**src/rtl/core/pip_pkg.sv**
```systemverilog
// Shared types, constants and helpers for the pack index parser.
// No dependencies; pip_cfg, pip_core, pip_fifo and the top level refer to this package.
`default_nettype none

package pip_pkg;

  // Header and entry layout
  localparam int MAGIC_LEN   = 4;   // "TCPK"
  localparam int COUNT_POS   = 8;   // first byte of the entry count
  localparam int HDR_BYTES   = 12;  // magic + version + count
  localparam int LEN_BYTES   = 4;   // key length field
  localparam int TRAIL_BYTES = 16;  // offset + length fields

  // Result field widths
  localparam int SLICE_W = 48;

  // Result queue
  localparam int FIFO_DEPTH = 4;
  localparam int FIFO_PW    = 2;
  localparam int FIFO_CW    = 3;

  // Configuration port
  localparam int CFG_AW = 4;
  localparam int CFG_DW = 64;
  typedef logic [CFG_AW-4:0] reg_idx_t;
  localparam reg_idx_t REG_PACK_SIZE = reg_idx_t'(0);

  typedef enum logic [2:0] {
    KIND_KEY   = 3'd0,
    KIND_ENTRY = 3'd1,
    KIND_OK    = 3'd2,
    KIND_SMALL = 3'd3,
    KIND_MAGIC = 3'd4,
    KIND_TRUNC = 3'd5,
    KIND_SLICE = 3'd6
  } kind_t;

  typedef enum logic [6:0] {
    PH_IDLE   = 7'b0000001,
    PH_HEADER = 7'b0000010,
    PH_KEYLEN = 7'b0000100,
    PH_KEY    = 7'b0001000,
    PH_OFFSET = 7'b0010000,
    PH_LENGTH = 7'b0100000,
    PH_DONE   = 7'b1000000
  } phase_t;

  typedef struct packed {
    logic [2:0]         kind;
    logic [7:0]         key_char;
    logic [31:0]        entry_number;
    logic [SLICE_W-1:0] slice_offset;
    logic [SLICE_W-1:0] slice_length;
    logic               last_in_run;
  } res_t;

  // Results produced by one byte
  typedef struct packed {
    logic [1:0] n;
    res_t       r0;
    res_t       r1;
  } push_t;

  // Result queue status
  typedef struct packed {
    logic [FIFO_CW-1:0] count;
    logic               room;
  } fifo_stat_t;

  function automatic logic [7:0] magic_byte(input logic [1:0] idx);
    logic [7:0] b;
    case (idx)
      2'd0:    b = 8'h54;
      2'd1:    b = 8'h43;
      2'd2:    b = 8'h50;
      default: b = 8'h4B;
    endcase
    return b;
  endfunction

  function automatic res_t mk_res(input kind_t k, input logic [7:0] ch,
                                  input logic [31:0] ent, input logic [63:0] off,
                                  input logic [63:0] len);
    res_t r;
    r.kind         = k;
    r.key_char     = ch;
    r.entry_number = ent;
    r.slice_offset = off[SLICE_W-1:0];
    r.slice_length = len[SLICE_W-1:0];
    r.last_in_run  = 1'b0;
    return r;
  endfunction

endpackage

`default_nettype wire

```
**src/rtl/core/pip_in_if.sv**
```systemverilog
// Byte input channel of the pack index parser: valid/ready plus payload.
// Stand-alone; no package needed.
`default_nettype none

interface pip_in_if;
  logic       valid;
  logic       ready;
  logic       start_of_pack;
  logic [7:0] data_byte;

  modport source (output valid, output start_of_pack, output data_byte, input ready);
  modport sink   (input valid, input start_of_pack, input data_byte, output ready);
endinterface

`default_nettype wire

```
**src/rtl/core/pip_out_if.sv**
```systemverilog
// Result channel of the pack index parser: valid/ready plus result fields.
// Stand-alone; no package needed.
`default_nettype none

interface pip_out_if;
  logic        valid;
  logic        ready;
  logic [2:0]  kind;
  logic [7:0]  key_char;
  logic [31:0] entry_number;
  logic [47:0] slice_offset;
  logic [47:0] slice_length;
  logic        last_in_run;

  modport source (output valid, output kind, output key_char, output entry_number,
                  output slice_offset, output slice_length, output last_in_run,
                  input ready);
  modport sink   (input valid, input kind, input key_char, input entry_number,
                  input slice_offset, input slice_length, input last_in_run,
                  output ready);
endinterface

`default_nettype wire

```
**src/rtl/core/pip_cfg.sv**
```systemverilog
// APB-style register file holding the pack size.
// Depends on pip_pkg.
`default_nettype none

module pip_cfg #(
  parameter int SIZE_BITS = 48
) (
  input  wire logic                         clk,
  input  wire logic                         rst_n,
  input  wire logic                         psel,
  input  wire logic                         penable,
  input  wire logic                         pwrite,
  input  wire logic [pip_pkg::CFG_AW-1:0]   paddr,
  input  wire logic [pip_pkg::CFG_DW-1:0]   pwdata,
  output logic      [pip_pkg::CFG_DW-1:0]   prdata,
  output logic                              pready,
  output logic      [SIZE_BITS-1:0]         pack_size
);

  logic [SIZE_BITS-1:0] pack_size_r;
  pip_pkg::reg_idx_t    idx;
  logic                 wr_en;

  // 8-byte register spacing
  assign idx    = paddr[pip_pkg::CFG_AW-1:3];
  assign wr_en  = psel & penable & pwrite;
  assign pready = 1'b1;

  always_ff @(posedge clk) begin
    if (!rst_n) begin
      pack_size_r <= '0;
    end else if (wr_en && idx == pip_pkg::REG_PACK_SIZE) begin
      pack_size_r <= pwdata[SIZE_BITS-1:0];
    end
  end

  // read mux
  always_comb begin
    unique case (idx)
      pip_pkg::REG_PACK_SIZE: prdata = pip_pkg::CFG_DW'(pack_size_r);
      default:                prdata = '0;
    endcase
  end

  assign pack_size = pack_size_r;

endmodule

`default_nettype wire

```
**src/rtl/core/pip_core.sv**
```systemverilog
// Input byte register and the single-pass parser: header, key length, key,
// offset and length fields, bounds checks. Depends on pip_pkg.
`default_nettype none

module pip_core #(
  parameter int SIZE_BITS = 48
) (
  input  wire logic                 clk,
  input  wire logic                 rst_n,
  input  wire logic [SIZE_BITS-1:0] pack_size,
  input  wire logic                 in_valid,
  input  wire logic                 in_sop,
  input  wire logic [7:0]           in_byte,
  output logic                      in_ready,
  input  wire logic                 room,
  output pip_pkg::push_t            push
);

  // input register
  logic       iv_r;
  logic       sop_r;
  logic [7:0] byte_r;
  logic       adv;

  // parser state
  pip_pkg::phase_t      phase_r, phase_nxt;
  logic [2:0]           fbc_r, fbc_nxt;
  logic [SIZE_BITS-1:0] pos_r, pos_nxt;
  logic [63:0]          shift_r, shift_nxt;
  logic [31:0]          key_r, key_nxt;
  logic [31:0]          ent_r, ent_nxt;
  logic [31:0]          idx_r, idx_nxt;
  logic [63:0]          saved_r, saved_nxt;

  // state as seen by this byte (a start byte clears it first)
  pip_pkg::phase_t      c_phase;
  logic [2:0]           c_fbc;
  logic [SIZE_BITS-1:0] c_pos;
  logic [63:0]          c_shift;
  logic [31:0]          c_key, c_ent, c_idx;
  logic [63:0]          c_saved;

  logic [SIZE_BITS-1:0] pos_n;
  logic [63:0]          pos64, psz64;
  logic [63:0]          col_shift, hdr_shift;
  logic [2:0]           col_fbc;
  logic                 ent_trunc, key_trunc, slice_bad;
  logic [31:0]          idx_inc, ent_dec, key_dec;
  logic [1:0]           n;
  pip_pkg::res_t        ra, rb;

  assign adv      = iv_r & room;
  assign in_ready = ~iv_r | adv;

  // input beat register
  always_ff @(posedge clk) begin
    if (!rst_n) begin
      iv_r <= 1'b0;
    end else if (in_valid && in_ready) begin
      iv_r <= 1'b1;
    end else if (adv) begin
      iv_r <= 1'b0;
    end
  end

  always_ff @(posedge clk) begin
    if (in_valid && in_ready) begin
      sop_r  <= in_sop;
      byte_r <= in_byte;
    end
  end

  // next state and results for the registered byte
  always_comb begin
    c_phase = sop_r ? pip_pkg::PH_HEADER : phase_r;
    c_fbc   = sop_r ? 3'd0  : fbc_r;
    c_pos   = sop_r ? '0    : pos_r;
    c_shift = sop_r ? 64'd0 : shift_r;
    c_key   = sop_r ? 32'd0 : key_r;
    c_ent   = sop_r ? 32'd0 : ent_r;
    c_idx   = sop_r ? 32'd0 : idx_r;
    c_saved = sop_r ? 64'd0 : saved_r;

    pos_n     = c_pos + 1'b1;
    pos64     = 64'(pos_n);
    psz64     = 64'(pack_size);
    col_shift = c_shift | (64'(byte_r) << {c_fbc, 3'b000});
    col_fbc   = c_fbc + 3'd1;
    hdr_shift = c_shift | (64'(byte_r) << {c_pos[1:0], 3'b000});
    ent_trunc = (pos64 + 64'(pip_pkg::LEN_BYTES)) > psz64;
    key_trunc = (pos64 + 64'(col_shift[31:0]) + 64'(pip_pkg::TRAIL_BYTES)) > psz64;
    slice_bad = (c_saved > psz64) || (col_shift > (psz64 - c_saved)) || (c_saved < pos64);
    idx_inc   = c_idx + 32'd1;
    ent_dec   = c_ent - 32'd1;
    key_dec   = c_key - 32'd1;

    phase_nxt = c_phase;
    fbc_nxt   = c_fbc;
    pos_nxt   = c_pos;
    shift_nxt = c_shift;
    key_nxt   = c_key;
    ent_nxt   = c_ent;
    idx_nxt   = c_idx;
    saved_nxt = c_saved;

    n  = 2'd0;
    ra = pip_pkg::mk_res(pip_pkg::KIND_KEY, 8'd0, 32'd0, 64'd0, 64'd0);
    rb = ra;

    if (sop_r && psz64 < 64'(pip_pkg::HDR_BYTES)) begin
      // pack cannot even hold a header
      n         = 2'd1;
      ra        = pip_pkg::mk_res(pip_pkg::KIND_SMALL, 8'd0, 32'd0, 64'd0, 64'd0);
      phase_nxt = pip_pkg::PH_DONE;
    end else if (c_phase != pip_pkg::PH_IDLE && c_phase != pip_pkg::PH_DONE) begin
      pos_nxt = pos_n;
      unique case (c_phase)
        pip_pkg::PH_HEADER: begin
          if (c_pos < SIZE_BITS'(pip_pkg::MAGIC_LEN)) begin
            if (byte_r != pip_pkg::magic_byte(c_pos[1:0])) begin
              n         = 2'd1;
              ra        = pip_pkg::mk_res(pip_pkg::KIND_MAGIC, 8'd0, 32'd0, 64'd0, 64'd0);
              phase_nxt = pip_pkg::PH_DONE;
            end
          end else if (c_pos >= SIZE_BITS'(pip_pkg::COUNT_POS)) begin
            shift_nxt = hdr_shift;
            if (c_pos >= SIZE_BITS'(pip_pkg::HDR_BYTES - 1)) begin
              ent_nxt   = hdr_shift[31:0];
              shift_nxt = 64'd0;
              if (hdr_shift[31:0] == 32'd0) begin
                n         = 2'd1;
                ra        = pip_pkg::mk_res(pip_pkg::KIND_OK, 8'd0, 32'd0, 64'd0, 64'd0);
                phase_nxt = pip_pkg::PH_DONE;
              end else if (ent_trunc) begin
                n         = 2'd1;
                ra        = pip_pkg::mk_res(pip_pkg::KIND_TRUNC, 8'd0, c_idx, 64'd0, 64'd0);
                phase_nxt = pip_pkg::PH_DONE;
              end else begin
                phase_nxt = pip_pkg::PH_KEYLEN;
                fbc_nxt   = 3'd0;
              end
            end
          end
        end
        pip_pkg::PH_KEYLEN: begin
          shift_nxt = col_shift;
          fbc_nxt   = col_fbc;
          if (col_fbc == 3'(pip_pkg::LEN_BYTES)) begin
            fbc_nxt   = 3'd0;
            key_nxt   = col_shift[31:0];
            shift_nxt = 64'd0;
            if (key_trunc) begin
              n         = 2'd1;
              ra        = pip_pkg::mk_res(pip_pkg::KIND_TRUNC, 8'd0, c_idx, 64'd0, 64'd0);
              phase_nxt = pip_pkg::PH_DONE;
            end else if (col_shift[31:0] != 32'd0) begin
              phase_nxt = pip_pkg::PH_KEY;
            end else begin
              phase_nxt = pip_pkg::PH_OFFSET;
            end
          end
        end
        pip_pkg::PH_KEY: begin
          n       = 2'd1;
          ra      = pip_pkg::mk_res(pip_pkg::KIND_KEY, byte_r, c_idx, 64'd0, 64'd0);
          key_nxt = key_dec;
          if (key_dec == 32'd0) begin
            phase_nxt = pip_pkg::PH_OFFSET;
            fbc_nxt   = 3'd0;
            shift_nxt = 64'd0;
          end
        end
        pip_pkg::PH_OFFSET: begin
          shift_nxt = col_shift;
          fbc_nxt   = col_fbc;
          if (col_fbc == 3'd0) begin
            saved_nxt = col_shift;
            shift_nxt = 64'd0;
            phase_nxt = pip_pkg::PH_LENGTH;
          end
        end
        pip_pkg::PH_LENGTH: begin
          shift_nxt = col_shift;
          fbc_nxt   = col_fbc;
          if (col_fbc == 3'd0) begin
            shift_nxt = 64'd0;
            n         = 2'd1;
            if (slice_bad) begin
              ra        = pip_pkg::mk_res(pip_pkg::KIND_SLICE, 8'd0, c_idx, 64'd0, 64'd0);
              phase_nxt = pip_pkg::PH_DONE;
            end else begin
              ra      = pip_pkg::mk_res(pip_pkg::KIND_ENTRY, 8'd0, c_idx, c_saved, col_shift);
              idx_nxt = idx_inc;
              ent_nxt = ent_dec;
              if (ent_dec == 32'd0) begin
                n         = 2'd2;
                rb        = pip_pkg::mk_res(pip_pkg::KIND_OK, 8'd0, idx_inc, 64'd0, 64'd0);
                phase_nxt = pip_pkg::PH_DONE;
              end else if (ent_trunc) begin
                n         = 2'd2;
                rb        = pip_pkg::mk_res(pip_pkg::KIND_TRUNC, 8'd0, idx_inc, 64'd0, 64'd0);
                phase_nxt = pip_pkg::PH_DONE;
              end else begin
                phase_nxt = pip_pkg::PH_KEYLEN;
              end
            end
          end
        end
        default: ;
      endcase
    end

    // flag the final result of this byte
    if (n == 2'd1) ra.last_in_run = 1'b1;
    if (n == 2'd2) rb.last_in_run = 1'b1;

    push.n  = adv ? n : 2'd0;
    push.r0 = ra;
    push.r1 = rb;
  end

  // parser state registers
  always_ff @(posedge clk) begin
    if (!rst_n) begin
      phase_r <= pip_pkg::PH_IDLE;
      fbc_r   <= '0;
      pos_r   <= '0;
      shift_r <= '0;
      key_r   <= '0;
      ent_r   <= '0;
      idx_r   <= '0;
      saved_r <= '0;
    end else if (adv) begin
      phase_r <= phase_nxt;
      fbc_r   <= fbc_nxt;
      pos_r   <= pos_nxt;
      shift_r <= shift_nxt;
      key_r   <= key_nxt;
      ent_r   <= ent_nxt;
      idx_r   <= idx_nxt;
      saved_r <= saved_nxt;
    end
  end

endmodule

`default_nettype wire

```
**src/rtl/core/pip_fifo.sv**
```systemverilog
// Four-deep result queue: takes up to two results per cycle, gives one per cycle while pop_ready is high.
// Depends on pip_pkg.
`default_nettype none

module pip_fifo (
  input  wire logic            clk,
  input  wire logic            rst_n,
  input  wire pip_pkg::push_t  push,
  input  wire logic            pop_ready,
  output logic                 out_valid,
  output pip_pkg::res_t        out_data,
  output pip_pkg::fifo_stat_t  stat
);

  pip_pkg::res_t                mem_r [pip_pkg::FIFO_DEPTH];
  logic [pip_pkg::FIFO_PW-1:0]  wr_r, rd_r;
  logic [pip_pkg::FIFO_CW-1:0]  count_r;
  logic                         pop;
  logic [pip_pkg::FIFO_PW-1:0]  wr_p1;

  assign out_valid = (count_r != '0);
  assign out_data  = mem_r[rd_r];
  assign pop       = out_valid & pop_ready;
  assign wr_p1     = wr_r + 1'b1;

  assign stat.count = count_r;
  assign stat.room  = (count_r <= pip_pkg::FIFO_CW'(pip_pkg::FIFO_DEPTH - 2));

  // storage
  always_ff @(posedge clk) begin
    if (push.n != 2'd0) mem_r[wr_r]  <= push.r0;
    if (push.n == 2'd2) mem_r[wr_p1] <= push.r1;
  end

  // pointers and fill count
  always_ff @(posedge clk) begin
    if (!rst_n) begin
      wr_r    <= '0;
      rd_r    <= '0;
      count_r <= '0;
    end else begin
      wr_r    <= wr_r + pip_pkg::FIFO_PW'(push.n);
      if (pop) rd_r <= rd_r + 1'b1;
      count_r <= count_r + pip_pkg::FIFO_CW'(push.n) - pip_pkg::FIFO_CW'(pop);
    end
  end

endmodule

`default_nettype wire

```
**src/rtl/core/pack_index_parser.sv**
```systemverilog
// Top level of the pack index parser: register port, parser core, result queue.
// Depends on pip_pkg, pip_in_if, pip_out_if, pip_cfg, pip_core, pip_fifo.
//
//   channel | protocol          | beat
//   in_ch   | valid/ready       | start_of_pack, data_byte
//   out_ch  | valid/ready       | kind, key_char, entry_number, slice, last_in_run
//   cfg_*   | APB write/read    | pack_size at byte address 0 (64-bit data)
//
// One byte is accepted per cycle while the queue has room. A byte is held in the
// input register, parsed there in a single pass, and its results are written into
// the 4-deep queue. Results leave one per cycle while out_ch.ready is high, so a
// byte giving two results (entry done plus pack ok or truncated) needs two transfers out.
// The input register holds its byte while the queue has fewer than two free slots.
// Reset (rst_n low, synchronous) leaves the parser idle, the queue empty and
// pack_size zero; bytes before a start_of_pack beat are dropped.
`default_nettype none

module pack_index_parser #(
  parameter int SIZE_BITS = 48
) (
  input  wire logic                        clk,
  input  wire logic                        rst_n,
  pip_in_if.sink                           in_ch,
  pip_out_if.source                        out_ch,
  input  wire logic                        cfg_psel,
  input  wire logic                        cfg_penable,
  input  wire logic                        cfg_pwrite,
  input  wire logic [pip_pkg::CFG_AW-1:0]  cfg_paddr,
  input  wire logic [pip_pkg::CFG_DW-1:0]  cfg_pwdata,
  output logic      [pip_pkg::CFG_DW-1:0]  cfg_prdata,
  output logic                             cfg_pready
);

  logic [SIZE_BITS-1:0] pack_size;
  pip_pkg::push_t       push;
  pip_pkg::fifo_stat_t  stat;
  pip_pkg::res_t        res;
  logic                 out_valid;

  pip_cfg #(.SIZE_BITS(SIZE_BITS)) u_cfg (
    .clk       (clk),
    .rst_n     (rst_n),
    .psel      (cfg_psel),
    .penable   (cfg_penable),
    .pwrite    (cfg_pwrite),
    .paddr     (cfg_paddr),
    .pwdata    (cfg_pwdata),
    .prdata    (cfg_prdata),
    .pready    (cfg_pready),
    .pack_size (pack_size)
  );

  pip_core #(.SIZE_BITS(SIZE_BITS)) u_core (
    .clk       (clk),
    .rst_n     (rst_n),
    .pack_size (pack_size),
    .in_valid  (in_ch.valid),
    .in_sop    (in_ch.start_of_pack),
    .in_byte   (in_ch.data_byte),
    .in_ready  (in_ch.ready),
    .room      (stat.room),
    .push      (push)
  );

  pip_fifo u_fifo (
    .clk       (clk),
    .rst_n     (rst_n),
    .push      (push),
    .pop_ready (out_ch.ready),
    .out_valid (out_valid),
    .out_data  (res),
    .stat      (stat)
  );

  // result channel
  assign out_ch.valid        = out_valid;
  assign out_ch.kind         = res.kind;
  assign out_ch.key_char     = res.key_char;
  assign out_ch.entry_number = res.entry_number;
  assign out_ch.slice_offset = res.slice_offset;
  assign out_ch.slice_length = res.slice_length;
  assign out_ch.last_in_run  = res.last_in_run;

  // queue is only pushed when it has room for a full burst
  a_push_room: assert property (@(posedge clk) disable iff (!rst_n)
    push.n != 2'd0 |-> stat.count <= pip_pkg::FIFO_CW'(pip_pkg::FIFO_DEPTH - 2))
    else $error("result pushed without room");

  // fill count never passes the depth
  a_no_overflow: assert property (@(posedge clk) disable iff (!rst_n)
    stat.count <= pip_pkg::FIFO_CW'(pip_pkg::FIFO_DEPTH))
    else $error("result queue overflow");

  // draining the last entry with nothing pushed empties the channel
  a_drain: assert property (@(posedge clk) disable iff (!rst_n)
    (out_valid && out_ch.ready && stat.count == pip_pkg::FIFO_CW'(1) && push.n == 2'd0)
    |=> !out_valid)
    else $error("stale result after drain");

  // a two-result burst ends on its second result only
  a_burst_last: assert property (@(posedge clk) disable iff (!rst_n)
    push.n == 2'd2 |-> (!push.r0.last_in_run && push.r1.last_in_run))
    else $error("bad last_in_run on burst");

endmodule

`default_nettype wire
```
**src/flat_wrapper.sv**
```systemverilog
// flat-port wrapper written by rule: the top's interface ports become plain ports
module pack_index_parser_flat 
#(
  parameter int SIZE_BITS = 48
)
  (clk, rst_n, cfg_psel, cfg_penable, cfg_pwrite, cfg_paddr, cfg_pwdata, cfg_prdata, cfg_pready, in_ch_valid, in_ch_start_of_pack, in_ch_data_byte, in_ch_ready, out_ch_valid, out_ch_kind, out_ch_key_char, out_ch_entry_number, out_ch_slice_offset, out_ch_slice_length, out_ch_last_in_run, out_ch_ready);
  pip_in_if in_ch_i ();
  pip_out_if out_ch_i ();
  input  wire logic clk;
  input  wire logic rst_n;
  input  wire logic cfg_psel;
  input  wire logic cfg_penable;
  input  wire logic cfg_pwrite;
  input  wire logic [pip_pkg::CFG_AW-1:0] cfg_paddr;
  input  wire logic [pip_pkg::CFG_DW-1:0] cfg_pwdata;
  output logic      [pip_pkg::CFG_DW-1:0] cfg_prdata;
  output logic cfg_pready;
  input wire logic [$bits(in_ch_i.valid)-1:0] in_ch_valid;
  input wire logic [$bits(in_ch_i.start_of_pack)-1:0] in_ch_start_of_pack;
  input wire logic [$bits(in_ch_i.data_byte)-1:0] in_ch_data_byte;
  output wire logic [$bits(in_ch_i.ready)-1:0] in_ch_ready;
  output wire logic [$bits(out_ch_i.valid)-1:0] out_ch_valid;
  output wire logic [$bits(out_ch_i.kind)-1:0] out_ch_kind;
  output wire logic [$bits(out_ch_i.key_char)-1:0] out_ch_key_char;
  output wire logic [$bits(out_ch_i.entry_number)-1:0] out_ch_entry_number;
  output wire logic [$bits(out_ch_i.slice_offset)-1:0] out_ch_slice_offset;
  output wire logic [$bits(out_ch_i.slice_length)-1:0] out_ch_slice_length;
  output wire logic [$bits(out_ch_i.last_in_run)-1:0] out_ch_last_in_run;
  input wire logic [$bits(out_ch_i.ready)-1:0] out_ch_ready;
  assign in_ch_i.valid = in_ch_valid;
  assign in_ch_i.start_of_pack = in_ch_start_of_pack;
  assign in_ch_i.data_byte = in_ch_data_byte;
  assign in_ch_ready = in_ch_i.ready;
  assign out_ch_valid = out_ch_i.valid;
  assign out_ch_kind = out_ch_i.kind;
  assign out_ch_key_char = out_ch_i.key_char;
  assign out_ch_entry_number = out_ch_i.entry_number;
  assign out_ch_slice_offset = out_ch_i.slice_offset;
  assign out_ch_slice_length = out_ch_i.slice_length;
  assign out_ch_last_in_run = out_ch_i.last_in_run;
  assign out_ch_i.ready = out_ch_ready;
  pack_index_parser #(.SIZE_BITS(SIZE_BITS)) u_core (.clk(clk), .rst_n(rst_n), .in_ch(in_ch_i), .out_ch(out_ch_i), .cfg_psel(cfg_psel), .cfg_penable(cfg_penable), .cfg_pwrite(cfg_pwrite), .cfg_paddr(cfg_paddr), .cfg_pwdata(cfg_pwdata), .cfg_prdata(cfg_prdata), .cfg_pready(cfg_pready));
endmodule
```
**config.mk**
```make
export PLATFORM = sky130hd
export DESIGN_NAME = pack_index_parser_flat
export DESIGN_NICKNAME = d
export VERILOG_FILES = /design/src/rtl/core/pip_pkg.sv /design/src/rtl/core/pip_in_if.sv /design/src/rtl/core/pip_out_if.sv /design/src/rtl/core/pip_cfg.sv /design/src/rtl/core/pip_core.sv /design/src/rtl/core/pip_fifo.sv /design/src/rtl/core/pack_index_parser.sv /design/src/flat_wrapper.sv
export SDC_FILE = /design/constraint.sdc
export NUM_CORES = 2
export LEC_CHECK = 0
export BUFFER_PORTS_ARGS = -buffer_cell sky130_fd_sc_hd__buf_2
export CORE_ASPECT_RATIO = 0.75
export CORE_MARGIN = 5
export CORE_UTILIZATION = 23
export CTS_CLUSTER_DIAMETER = 80
export CTS_CLUSTER_SIZE = 10
export DETAILED_ROUTE_END_ITERATION = 10
export SLEW_MARGIN = 10
export SYNTH_ARGS = -nofsm -noshare
export SYNTH_HDL_FRONTEND = slang
export SYNTH_SLANG_ARGS = --single-unit
```
**constraint.sdc**
```tcl
create_clock -name clk -period 12.9 [get_ports clk]
set_input_delay 1.935 -clock clk [delete_from_list [all_inputs] [get_ports clk]]
set_output_delay 1.935 -clock clk [all_outputs]
set_load 0.02 [all_outputs]
```
==> flow_metrics.py <==
metrics = {
    "synth": {
        "synth-async-reset-ratio_pct": 0,
        "ys_top_cells_by_area": "dfxtp_1 (27%), nand2_1 (9.4%), edfxtp_1 (8.3%), a21oi_1 (7.7%), ha_1 (7.5%)",
        "average_instance_area_after_synthesis_sq_um": 7.99,
        "most_used_flip_flop_cell_after_synthesis": "dfxtp_1",
        "warning_count_from_the_yosys_run": 0,
        "flip_flop_and_latch_count_after_synthesis": 909,
        "syn-cell-area_sq_um": 55700,
        "yosys.area.top_type_share_pct": 27.2,
        "synth.distinct_cells": 96,
        "netlist_instances": 6972,
        "seq_area_frac_synth_pct": 35.4,
        "synthDominantAreaCellType": "dfxtp_1",
        "number_of_flops_mapped_to_enable_cells_by_yosys": 153,
    },
    "placement": {
        "pre_cts_ws_ns": 1.45,
        "post-dp-hpwl_um": 171000,
        "routabilityCongestion": 0.969,
        "instance_area_at_placement_sq_um": 60800,
        "number_of_i_o_port_buffers": 254,
    },
    "power": {
        "leakagePower_nw": 23.6,
        "ir_worst_vdd_v": 0.000124,
        "total_power_mw": 7.45,
        "pwrdens_nw_per_um2": 117,
    },
    "sta": {
        "tns_ns": 0,
        "layout_setup_ws_ns": 1.18,
        "finalWorstPathRequiredPeriod_ns": 11.72,
        "finalHoldViolations": 0,
        "clock_skew_ns": 0.0743,
        "max_freq_mhz": 85.4,
        "setup_viol": 0,
        "slew_violations": 0,
        "max-slew-margin-rel_pct": 19.9,
        "setup_repair_after_global_routing_missed_its_margin": "no",
        "transition_time_of_the_tightest_slew_check_pin_ns": 1.19,
        "fin_crit_sh_pct": 90.8,
    },
    "route": {
        "routed_wl_um": 235000,
        "route.detailed.wl_per_inst_um": 22.8,
        "route.antenna.remaining_nets": 0,
        "dr.pass1.iters": 8,
        "drcViolationCount": 0,
        "dr_total_vias": 55000,
        "via_density": 5.33,
        "dr.first_iter.drc_count": 6466,
    },
    "finish": {
        "post_route_cells_drive_above_1_share_pct": 11.2,
        "utilization_pct": 26.4,
        "finalNetCount": 7465,
        "syn2layout_area_growth_pct": 14.5,
        "post-route-cell-area_sq_um": 63700,
    },
    "die": {
        "dieHeight_um": 436,
        "floorplan.core_area_sq_um": 241000,
        "floorplan.initialDensity_pct": 23.1,
        "pin_count": 291,
        "floorplan.die_area_sq_um": 252000,
        "row_count": 156,
        "die_width_um": 578,
    },
    "cts": {
        "clkLatencyLatePin_ns": 0.76,
        "cts.sinks": 909,
        "clk_transition_reported_paths_ns": 0.06,
        "cts_buffer_depth": 3,
        "ctsHtreeMaxLevel": 3,
        "cts_post_setup_buffers_inserted": 0,
        "cts_root_buffer": "clkbuf_16",
        "cts_repair_resize_count": 0,
        "clock_tree_from_tritoncts": "built",
        "cts-buffers-inserted": 105,
        "postCtsHoldBufs": 0,
    },
    "worst_setup_path": {
        "critical_path.endpoint_type": "register",
        "worst_ep_required_time_ns": 13.52,
        "timing.critical_path.mode_cell": "ha_1",
        "critical_path.max_fanout": 64,
        "timing.critical_path.arrival_ns": 12.34,
        "critical-path-max-stage-delay_ns": 0.73,
        "worst-setup-path-type": "reg2reg",
        "critical-path-slowest-cell": "a21oi_1",
        "start_kind": "register",
    },
    "hold_path": {
        "worstHoldPathType": "reg2reg",
    },
    "global_route": {
        "first_global_vias": 51100,
        "antenna_found_initial": 6,
        "grt_first_pass_wirelength_um": 343000,
        "grt_usage_pct": 17.7,
        "overflow": 0,
        "pin_count_of_the_biggest_net_entering_global_routing": 117,
    },
    "outcome": {
        "outcome": "finished, final reports clean",
    },
    "flow_run": {
        "cap_viol_max_count": 0,
    },
}
[flip-flops by register name, summed over array words and instances (netlist names), 7 cells and up, named ones only]
register and flops:
u_core.u_fifo.mem_r 560, u_core.u_core.saved_r 64, u_core.u_core.shift_r 64, u_core.u_cfg.pack_size 48, u_core.u_core.pos_r 48, u_core.u_core.ent_r 32
u_core.u_core.idx_r 32, u_core.u_core.key_r 32, u_core.u_core.byte_r 8, u_core.u_core.phase_r 7
[power breakdown]
group	total (mW)	leakage, nW	internal (mW)	switching [mW]
Clock	2.77	1.43	1.50	1.27
Combinational	1.66	14.7	0.563	1.10
Sequential	3.02	7.53	2.93	0.0870
[layout make-up]
class / instances / area, sq um
Clock inverter: 14 / 245
Antenna cell: 1 / 2.50
Timing Repair Buffer: 429 / 2910
Fill cell: 26000 / 177000
Multi-Input combinational cell: 5338 / 33100
Inverter: 261 / 990
Sequential cell: 909 / 19700
Tap cell: 3239 / 4050
Clock buffer: 130 / 2730
[synth_stat cells, drive strengths merged (19+ instances only)]
| library cell | n |
|---|---|
| nor2 | 552 |
| nand3 | 140 |
| o22ai | 55 |
| nand4 | 100 |
| edfxtp | 153 |
| ha | 334 |
| inv | 261 |
| clkbuf | 302 |
| nand2b | 40 |
| nor2b | 79 |
| or2 | 31 |
| o221ai | 35 |
| nand2 | 1398 |
| or4 | 19 |
| and2 | 34 |
| o21a | 31 |
| a211oi | 46 |
| buf | 177 |
| a21oi | 863 |
| a22o | 42 |
| xor2 | 47 |
| o21ai | 367 |
| o211ai | 25 |
| and3 | 29 |
| xnor2 | 154 |
| nor4 | 90 |
| or3 | 43 |
| a21o | 116 |
| dfxtp | 756 |
| mux4 | 140 |
| nor3 | 119 |
| a22oi | 109 |
| a31oi | 29 |
[cell usage in the layout, fill, tap and decap left out, types with 18 or more instances in the layout]
cell	netlist	routed
a211oi_1	46	46
a21o_1	116	116
a21oi_1	859	858
a22o_1	42	42
a22oi_1	109	109
a31oi_1	29	29
and2_1	32	31
and3_1	29	28
buf_12	0	26
buf_2	77	254
buf_4	19	149
clkbuf_1	302	24
clkbuf_16	0	105
dfxtp_1	756	754
edfxtp_1	153	153
ha_1	334	334
inv_1	257	256
mux4_2	140	140
nand2_1	1397	1395
nand2b_1	40	40
nand3_1	140	139
nand4_1	100	100
nor2_1	552	544
nor2b_1	79	79
nor3_1	117	115
nor4_1	85	84
o211ai_1	25	25
o21a_1	30	30
o21ai_0	324	323
o21ai_1	40	37
o221ai_1	35	35
o22ai_1	55	55
or2_2	29	29
or3_1	43	43
or4_1	18	18
xnor2_1	154	154
xor2_1	47	47
[routing by layer]
layer  up-vias  GRT usage, %  wire length [um]
li1      24900             -                 -
met1     26900          24.9            102000
met2      2833          26.8            102000
met3       410          3.55             22300
met4         4          5.90              8770
met5         -             0                27
[kinds of logic (layout without fill, tap and decap cells)]
logic type / after synthesis / after routing / share of synthesized area, %
muxes: 151 / 151 / 5.87
adders and majority gates: 337 / 337 / 7.61
AOI/OAI and AO/OA: 1896 / 1896 / 20.5
xor gates and xnor gates: 201 / 201 / 3.16
and+or+nand+nor: 2736 / 2736 / 21.8
buffers and inverters: 740 / 834 / 5.55
DFF: 909 / 909 / 35.4
other: 2 / 18 / 0.0135
[through the flow]
stage          hold WS (ns)  std cells
2_1_floorplan         0.425       6987
4_1_cts               0.452      10300
6_report              0.451      10300
5_1_grt               0.466      10300
3_5_place_dp          0.442      10200
3_3_place_gp          0.434      10200
[worst max-delay path, delay by kind of cell, from the launching register on]
family	cells	cell delay (ns)
xor+xnor	3	0.48
flops	1	0.59
buf+inv	6	1.22
fa+ha+maj	6	1.78
compound gates	17	5.79
simple gates	8	1.65
[path summary, 6_finish.rpt]
check	start	cells past startpoint	end	slack (ns)
hold / removal	u_core.u_core.saved_r[15]	2	u_core.u_core.saved_r[15]	0.45
hold reg to reg	u_core.u_core.saved_r[15]	2	u_core.u_core.saved_r[15]	0.45
setup reg to reg	u_core.u_core.sop_r	40	u_core.u_fifo.count_r[2]	1.18
setup / recovery	u_core.u_core.sop_r	40	u_core.u_fifo.count_r[2]	1.18
No activity file was read; power rests on OpenSTA's default activity.
